[src/u8u16_pkg.sv]
// Shared types and constants for the UTF-8 to UTF-16 transcoder.
`timescale 1ns / 1ps
`default_nettype none

package u8u16_pkg;

	localparam int U8U16_QUEUE_DEPTH = 4;

	localparam logic [1:0] KIND_UNIT  = 2'd0;
	localparam logic [1:0] KIND_ERROR = 2'd1;
	localparam logic [1:0] KIND_END   = 2'd2;

	localparam logic [7:0] LEAD_E0 = 8'hE0;
	localparam logic [7:0] LEAD_ED = 8'hED;
	localparam logic [7:0] LEAD_F0 = 8'hF0;
	localparam logic [7:0] LEAD_F4 = 8'hF4;

	localparam logic [7:0] ASCII_MAX  = 8'h7F;
	localparam logic [7:0] LEAD2_MIN  = 8'hC2;
	localparam logic [7:0] LEAD2_MAX  = 8'hDF;
	localparam logic [7:0] LEAD3_MAX  = 8'hEF;
	localparam logic [7:0] CONT_MIN   = 8'h80;
	localparam logic [7:0] CONT_MAX   = 8'hBF;
	localparam logic [7:0] CONT_E0_LO = 8'hA0;
	localparam logic [7:0] CONT_ED_HI = 8'h9F;
	localparam logic [7:0] CONT_F0_LO = 8'h90;
	localparam logic [7:0] CONT_F4_HI = 8'h8F;

	localparam logic [20:0] BMP_MAX     = 21'h00FFFF;
	localparam logic [20:0] SUPP_BASE   = 21'h010000;
	localparam logic [15:0] HIGH_SURR   = 16'hD800;
	localparam logic [15:0] LOW_SURR    = 16'hDC00;

	typedef struct packed {
		logic [7:0] byte_value;
		logic       last_byte;
	} in_word_t;

	typedef struct packed {
		logic [1:0]  kind;
		logic [15:0] code_unit;
		logic        final_item;
	} out_word_t;

	// One byte's worth of results: units first, then error, then end marker.
	typedef struct packed {
		logic [1:0]  unit_cnt;
		logic [15:0] unit0;
		logic [15:0] unit1;
		logic        err;
		logic        fin;
	} job_t;

endpackage

`default_nettype wire

[src/u8u16_front.sv]
// Front end: byte validation, code point assembly and job building.
`timescale 1ns / 1ps
`default_nettype none

module u8u16_front (
	input  wire                  clk,
	input  wire                  arst_n,
	input  wire                  take,
	input  u8u16_pkg::in_word_t  word,
	output logic                 job_valid,
	output u8u16_pkg::job_t      job
);
	import u8u16_pkg::*;

	logic [7:0]  lead_q, lead_n;
	logic [1:0]  need_q, need_n;
	logic [1:0]  seen_q, seen_n;
	logic [20:0] acc_q, acc_n;
	logic        disc_q, disc_n;

	logic        emit_cp;
	logic [20:0] cp;
	logic        err;
	logic [7:0]  lo, hi;
	logic [7:0]  b;
	logic [19:0] off;

	assign b = word.byte_value;

	always_comb begin
		lead_n  = lead_q;
		need_n  = need_q;
		seen_n  = seen_q;
		acc_n   = acc_q;
		disc_n  = disc_q;
		emit_cp = 1'b0;
		cp      = '0;
		err     = 1'b0;
		lo      = CONT_MIN;
		hi      = CONT_MAX;
		if (!disc_q) begin
			if (need_q == 2'd0) begin
				if (b <= ASCII_MAX) begin
					emit_cp = 1'b1;
					cp      = {13'd0, b};
				end else if (b >= LEAD2_MIN && b <= LEAD2_MAX) begin
					lead_n = b;
					need_n = 2'd1;
					seen_n = 2'd0;
					acc_n  = {16'd0, b[4:0]};
				end else if (b >= LEAD_E0 && b <= LEAD3_MAX) begin
					lead_n = b;
					need_n = 2'd2;
					seen_n = 2'd0;
					acc_n  = {17'd0, b[3:0]};
				end else if (b >= LEAD_F0 && b <= LEAD_F4) begin
					lead_n = b;
					need_n = 2'd3;
					seen_n = 2'd0;
					acc_n  = {18'd0, b[2:0]};
				end else begin
					err = 1'b1;
				end
			end else begin
				// tighten the first continuation after leads that bound the range
				if (seen_q == 2'd0) begin
					if (lead_q == LEAD_E0) lo = CONT_E0_LO;
					else if (lead_q == LEAD_ED) hi = CONT_ED_HI;
					else if (lead_q == LEAD_F0) lo = CONT_F0_LO;
					else if (lead_q == LEAD_F4) hi = CONT_F4_HI;
				end
				if (b < lo || b > hi) begin
					err = 1'b1;
				end else begin
					acc_n  = {acc_q[14:0], b[5:0]};
					seen_n = seen_q + 2'd1;
					if (seen_n >= need_q) begin
						emit_cp = 1'b1;
						cp      = acc_n;
						lead_n  = '0;
						need_n  = '0;
						seen_n  = '0;
						acc_n   = '0;
					end
				end
			end
		end
		if (err) begin
			disc_n = 1'b1;
			lead_n = '0;
			need_n = '0;
			seen_n = '0;
			acc_n  = '0;
		end
		// a string cut short inside a sequence is an error before the end marker
		if (word.last_byte) begin
			if (!disc_n && need_n != 2'd0) err = 1'b1;
			disc_n = 1'b0;
			lead_n = '0;
			need_n = '0;
			seen_n = '0;
			acc_n  = '0;
		end
	end

	assign off = cp[19:0] - SUPP_BASE[19:0];

	always_comb begin
		job.err  = err;
		job.fin  = word.last_byte;
		job.unit_cnt = 2'd0;
		job.unit0 = cp[15:0];
		job.unit1 = '0;
		if (emit_cp) begin
			if (cp > BMP_MAX) begin
				job.unit_cnt = 2'd2;
				job.unit0    = HIGH_SURR + {6'd0, off[19:10]};
				job.unit1    = LOW_SURR + {6'd0, cp[9:0]};
			end else begin
				job.unit_cnt = 2'd1;
			end
		end
	end

	assign job_valid = take && (job.unit_cnt != 2'd0 || job.err || job.fin);

	always_ff @(posedge clk or negedge arst_n) begin
		if (!arst_n) begin
			lead_q <= '0;
			need_q <= '0;
			seen_q <= '0;
			acc_q  <= '0;
			disc_q <= 1'b0;
		end else if (take) begin
			lead_q <= lead_n;
			need_q <= need_n;
			seen_q <= seen_n;
			acc_q  <= acc_n;
			disc_q <= disc_n;
		end
	end

endmodule

`default_nettype wire

[src/u8u16_fifo.sv]
// Job queue between the front end and the result sequencer.
`timescale 1ns / 1ps
`default_nettype none

module u8u16_fifo #(
	parameter int DEPTH = u8u16_pkg::U8U16_QUEUE_DEPTH
) (
	input  wire              clk,
	input  wire              arst_n,
	input  wire              push,
	input  u8u16_pkg::job_t  push_job,
	input  wire              pop,
	output u8u16_pkg::job_t  head_job,
	output logic             empty,
	output logic             full
);
	import u8u16_pkg::*;

	localparam int PW = (DEPTH > 1) ? $clog2(DEPTH) : 1;
	localparam int CW = $clog2(DEPTH + 1);

	job_t          mem_q [DEPTH];
	logic [PW-1:0] wr_ptr_q, rd_ptr_q;
	logic [CW-1:0] count_q;

	assign empty    = (count_q == '0);
	assign full     = (count_q == CW'(DEPTH));
	assign head_job = mem_q[rd_ptr_q];

	always_ff @(posedge clk) begin
		if (push) mem_q[wr_ptr_q] <= push_job;
	end

	always_ff @(posedge clk or negedge arst_n) begin
		if (!arst_n) begin
			wr_ptr_q <= '0;
			rd_ptr_q <= '0;
			count_q  <= '0;
		end else begin
			if (push) wr_ptr_q <= (wr_ptr_q == PW'(DEPTH - 1)) ? '0 : wr_ptr_q + PW'(1);
			if (pop) rd_ptr_q <= (rd_ptr_q == PW'(DEPTH - 1)) ? '0 : rd_ptr_q + PW'(1);
			if (push && !pop) count_q <= count_q + CW'(1);
			else if (pop && !push) count_q <= count_q - CW'(1);
		end
	end

endmodule

`default_nettype wire

[src/u8u16_back.sv]
// Back end: walks each job's results into the output register.
`timescale 1ns / 1ps
`default_nettype none

module u8u16_back (
	input  wire                   clk,
	input  wire                   arst_n,
	input  wire                   head_valid,
	input  u8u16_pkg::job_t       head_job,
	output logic                  pop,
	output logic                  out_valid,
	output u8u16_pkg::out_word_t  out_word,
	input  wire                   out_stall
);
	import u8u16_pkg::*;

	logic [1:0] idx_q;
	logic [2:0] total;
	logic       load;
	logic       last_res;
	out_word_t  res;
	logic       out_valid_q;
	out_word_t  out_q;

	assign total    = 3'(head_job.unit_cnt) + 3'(head_job.err) + 3'(head_job.fin);
	assign last_res = (3'(idx_q) + 3'd1 >= total);
	assign load     = !out_valid_q || !out_stall;
	assign pop      = load && head_valid && last_res;

	always_comb begin
		res.kind       = KIND_END;
		res.code_unit  = '0;
		res.final_item = 1'b1;
		if (3'(idx_q) < 3'(head_job.unit_cnt)) begin
			res.kind       = KIND_UNIT;
			res.code_unit  = (idx_q == 2'd0) ? head_job.unit0 : head_job.unit1;
			res.final_item = 1'b0;
		end else if (head_job.err && idx_q == head_job.unit_cnt) begin
			res.kind       = KIND_ERROR;
			res.final_item = 1'b0;
		end
	end

	always_ff @(posedge clk or negedge arst_n) begin
		if (!arst_n) begin
			out_valid_q <= 1'b0;
			idx_q       <= '0;
		end else if (load) begin
			out_valid_q <= head_valid;
			if (head_valid) idx_q <= last_res ? 2'd0 : idx_q + 2'd1;
		end
	end

	always_ff @(posedge clk) begin
		if (load && head_valid) out_q <= res;
	end

	assign out_valid = out_valid_q;
	assign out_word  = out_q;

endmodule

`default_nettype wire

[src/utf8_to_utf16_transcoder.sv]
// A completed UTF-16 word is registered in the job queue, then in the output register.
// Throughput: one byte per cycle while each byte yields at most one result and the
// output is not stalled; the sequencer sends one result per cycle unless stalled, and jobs
// with a surrogate pair or an end marker plus another result wait in the 4-entry job queue.
// Reset: arst_n clears the decoder state, the queue and the output valid at once.
`timescale 1ns / 1ps
`default_nettype none

module utf8_to_utf16_transcoder #(
	parameter int QUEUE_DEPTH = u8u16_pkg::U8U16_QUEUE_DEPTH
) (
	input  wire                   clk,
	input  wire                   arst_n,
	input  wire                   utf8_valid,
	output logic                  utf8_stall,
	input  u8u16_pkg::in_word_t   utf8_word,
	output logic                  utf16_valid,
	input  wire                   utf16_stall,
	output u8u16_pkg::out_word_t  utf16_word
);
	import u8u16_pkg::*;

	logic take;
	logic job_valid;
	job_t job;
	job_t head_job;
	logic q_empty, q_full;
	logic pop;

	assign utf8_stall = q_full;
	assign take       = utf8_valid && !q_full;

	u8u16_front u_front (
		.clk       (clk),
		.arst_n    (arst_n),
		.take      (take),
		.word      (utf8_word),
		.job_valid (job_valid),
		.job       (job)
	);

	u8u16_fifo #(.DEPTH(QUEUE_DEPTH)) u_fifo (
		.clk      (clk),
		.arst_n   (arst_n),
		.push     (job_valid),
		.push_job (job),
		.pop      (pop),
		.head_job (head_job),
		.empty    (q_empty),
		.full     (q_full)
	);

	u8u16_back u_back (
		.clk        (clk),
		.arst_n     (arst_n),
		.head_valid (!q_empty),
		.head_job   (head_job),
		.pop        (pop),
		.out_valid  (utf16_valid),
		.out_word   (utf16_word),
		.out_stall  (utf16_stall)
	);

	a_final_is_end: assert property (@(posedge clk) disable iff (!arst_n)
		utf16_valid |-> (utf16_word.final_item == (utf16_word.kind == KIND_END)))
		else $error("final_item does not match end-of-string kind");

	a_unit_zero: assert property (@(posedge clk) disable iff (!arst_n)
		utf16_valid && utf16_word.kind != KIND_UNIT |-> utf16_word.code_unit == 16'd0)
		else $error("code_unit nonzero on a non-unit word");

	a_full_drains: assert property (@(posedge clk) disable iff (!arst_n)
		utf8_stall && !utf16_valid |=> utf16_valid)
		else $error("full queue did not feed the output register");

endmodule

`default_nettype wire

[config.mk]
export PLATFORM = sky130hd
export DESIGN_NAME = utf8_to_utf16_transcoder
export DESIGN_NICKNAME = d
export VERILOG_FILES = /design/src/u8u16_pkg.sv /design/src/u8u16_front.sv /design/src/u8u16_fifo.sv /design/src/u8u16_back.sv /design/src/utf8_to_utf16_transcoder.sv
export SDC_FILE = /design/constraint.sdc
export NUM_CORES = 1
export LEC_CHECK = 0
export BUFFER_PORTS_ARGS = -buffer_cell sky130_fd_sc_hd__buf_2
export CORE_ASPECT_RATIO = 0.8
export CORE_MARGIN = 2
export CORE_UTILIZATION = 45
export DETAILED_ROUTE_END_ITERATION = 6
export GPL_TIMING_DRIVEN = 0
export PLACE_DENSITY = 0.64
export SLEW_MARGIN = 30
export SYNTH_ARGS = -nofsm -noshare
export SYNTH_HDL_FRONTEND = slang
export SYNTH_HIERARCHICAL = 1
export SYNTH_SLANG_ARGS = --single-unit
[constraint.sdc]
create_clock -name clk -period 5.27 [get_ports clk]
set_input_delay 0.2635 -clock clk [delete_from_list [all_inputs] [get_ports clk]]
set_output_delay 0.2635 -clock clk [all_outputs]
set_load 0.005 [all_outputs]
==> impl_results.md <==
- Routed len/inst: 20.13 µm
- Library cells used by synthesis: 66
- Slew Viols, Final: 0
- # nets final: 669
- Fin Clk Skew: 0.01004 ns
- Pre-antenna DRT Iters: 5
- Final setup margin: 0.2999 ns
- Clk slew on worst S/H paths: 0.07 ns
- First-pass GRT wire length: 28.39 mm
- Tmin final: 4.970 ns
- Final Routed Wirelength: 18.30 mm
- Vias: 5,157
- Mapped Area: 9007 µm²
- Status: finished clean
- Power per cell area: 519.7 nW/µm²
- Die Width: 162.2 µm
- DR vias/cell: 5.673
- Final setup fails: 0
- Worst Path Required: 5.43 ns
- Finished Core Util: 51.17%
- FMAX: 201.2 MHz
- Layout area overhead: 12.15%
- Final hold viol count: 0
- Worst vdd ir: 0.2279 mV
- Worst skew pair latency: 0.43 ns
- Max Cap Viol: 0
- Worst Path Arrival: 5.13 ns
- Relative slew slack: 45.67%
- Routability cong.: 0.8803
- Hold_ws: 0.03895 ns
- Num CTS Buffers: 17
- Cell count after synthesis: 576
- Leakage: 3.685 nW
- CP Class: flop to flop
- Maximum clock path buffer count: 2
- Root Driver: clkbuf_16
- Post-route DRC violation count: 0
- Syn Nets: 613
- Largest net degree at the start of global routing: 39
- Asr flop ratio synth: 19.00%
- CP startpoint: u_front/seen_q[0]
- Worst Tran Pin Value: 0.8130 ns
- Main synth FF type: edfxtp_1
- Register area share after synthesis: 64.56%
- Starting density of the core: 45.63%
- Core ar.: 19,740 µm²
- DPL Wire Length: 11.94 mm
- Crit-path max FO: 10
- Die height: 130.5 µm
- IO Port Bufs: 30
- Mean Syn Cell Area: 15.64 µm²
- Worst Setup Start Kind: flop
- Rows: 46
- Worst Hold Class: input port to flop
- Worst r2r src: u_front/seen_q[0]
- Post-place setup slack: 0.1300 ns
- Initial drt markers: 468
- DIE AREA: 21,170 µm²
- Number of synthesis warnings: 6
- IO Count: 34
- Final ANT Viol Nets: 0
- HP Start: utf8_word[0]
- Final period util: 94.31%
- Antenna violations before repair: 1
- CTS tree: done
- # clock sinks: 200
- Share of layout cells above drive strength 1: 23.41%
- Tot GR Track Use: 18.08%
- H-tree depth: 4
- GRT overflow: 0
- Antenna cell count: 0
- Post-synth EDFFs: 162
- Number of global-route vias before repair: 5,154
- Type of element capturing the critical path: flop
- Seq cells post-synth: 200
worst max-delay path: stages (launching register included):
cell and delay, ns:
dfrtp_1 0.38, inv_1 0.08, ha_1 0.19, nand4_1 0.10, nor2_1 0.14, and3_1 0.18, ha_1 0.24, a21oi_1 0.21
o2bb2a_4 0.19, or4b_1 0.48, buf_2 0.21, clkbuf_1 0.30, nor2_2 0.31, nand2_1 0.13, ha_1 0.22, o311a_1 0.13
and3_1 0.24, nor4_4 0.25, buf_4 0.21, buf_4 0.13, mux2_2 0.37
stage by stage:
step            TNS (ns)  std cells  cell area (µm²)  power, mW
2_1_floorplan          0        576             9007      3.588
5_1_grt        -0.002614        909            10100      5.563
3_5_place_dp           0        870             9498      4.129
3_3_place_gp           0        870             9488      4.034
6_report               0        909            10100      5.250
4_1_cts                0        903            10040      5.312
where the power goes:
group          leakage (nW)  switching (mW)  internal (mW)
registers              2.00           0.126           2.13
logic                  1.43           0.984          0.823
clock network         0.259           0.572          0.610
total                  3.68            1.68           3.57
cells in the mapped netlist (2+ instances only):
master    count  area [µm²]
buf_4        12       90.09
buf_6         3       33.78
o22ai_1       3       18.77
nand4b_1      2       17.52
xnor2_1       3       26.28
inv_1        24       90.09
clkbuf_1      7       26.28
nand2b_1      3       18.77
mux2i_1      18       180.2
nor2_1       30       112.6
a21o_1        5       37.54
mux2_2        9       101.4
nor4bb_1      2       20.02
dfrtp_1      38       950.9
nor3b_1       3       22.52
buf_1         2       7.510
buf_8         3       45.04
o211ai_1      9       67.56
and3_1        5       31.28
nand3_1       7       35.03
nor2b_1       5       31.28
a22o_1       14       122.6
edfxtp_1    162        4865
nand2_1      31       116.4
or3_1         3       18.77
mux4_2       36       810.8
a21oi_1      12       60.06
o31a_1        2       17.52
a211oi_1     13       97.59
xor2_1        2       17.52
nand4_1      13       81.33
ha_1         22       275.3
and2_1       15       93.84
o21ai_0      12       60.06
fa_1          2       40.04
and4_1        2       17.52
nor3_1        4       20.02
o21a_1        4       30.03
buf_2         7       35.03
layer usage:
metal	vias up	wire, µm	global-route usage, %
li1	2354	-	-
met1	2602	8516	25.09
met2	174	8475	28.46
met3	25	983	4.419
met4	2	308	5.986
met5	-	13	0
sequential cells by signal, indices dropped and copies added, names as in the netlist, 3 cells and up:
name / count
u_fifo/mem_q: 144
u_front/acc_q: 15
u_fifo/count_q: 3
u_back/out_word: 18
u_front/lead_q: 8
path summary, 6_finish.rpt:
check / end / slack (ns) / depth (start not counted)
min in group asynchronous: u_front/seen_q[0] / 0.34 / 2
worst min register to register: u_fifo/count_q[2] / 0.51 / 1
worst max-delay path: u_fifo/mem_q[3][20] / 0.30 / 20
worst min-delay path: u_fifo/mem_q[3][0] / 0.04 / 1
worst max register to register: u_fifo/mem_q[3][20] / 0.30 / 20
max in group asynchronous: u_front/acc_q[8] / 4.56 / 2
cell usage in the layout (no fill, tap or decap), types with 11 or more instances in the layout:
| cell | n |
|---|---|
| a211oi_1 | 12 |
| nor2_1 | 29 |
| nand4_1 | 13 |
| ha_1 | 22 |
| mux2i_1 | 18 |
| buf_4 | 19 |
| inv_1 | 24 |
| nand2_1 | 31 |
| mux4_2 | 36 |
| o21ai_0 | 12 |
| clkbuf_16 | 17 |
| a22o_1 | 14 |
| a21oi_1 | 12 |
| edfxtp_1 | 162 |
| dfrtp_1 | 38 |
| buf_2 | 36 |
| and2_1 | 11 |
cells by family after synthesis:
family / share of synthesized area, %
AOI/OAI and AO/OA: 7.501
xor gates and xnor gates: 0.4863
adders and majority gates: 3.500
buffers and inverters: 3.959
DFF: 64.56
muxes: 12.13
other: 0.04163
and+or+nand+nor: 7.821
final cells by class:
cell class	instances	area (µm²)
well taps	264	330.3
fillers	1631	9639
multi-input cells	315	2863
inverters	25	93.84
flip-flops and latches	200	5816
plain buffers	36	262.8
clock buffers	19	432.9
repair buffers	37	207.7
clock inverters	13	96.34
repair_timing:
item                                    4_1_cts  5_1_grt
hold buffers                                  1        0
endpoints found under the hold margin        32        0
setup buffers                                 0        6
resized for setup                             0        5
endpoints found under the setup margin        0      112
(Power assumes the default switching activity.)
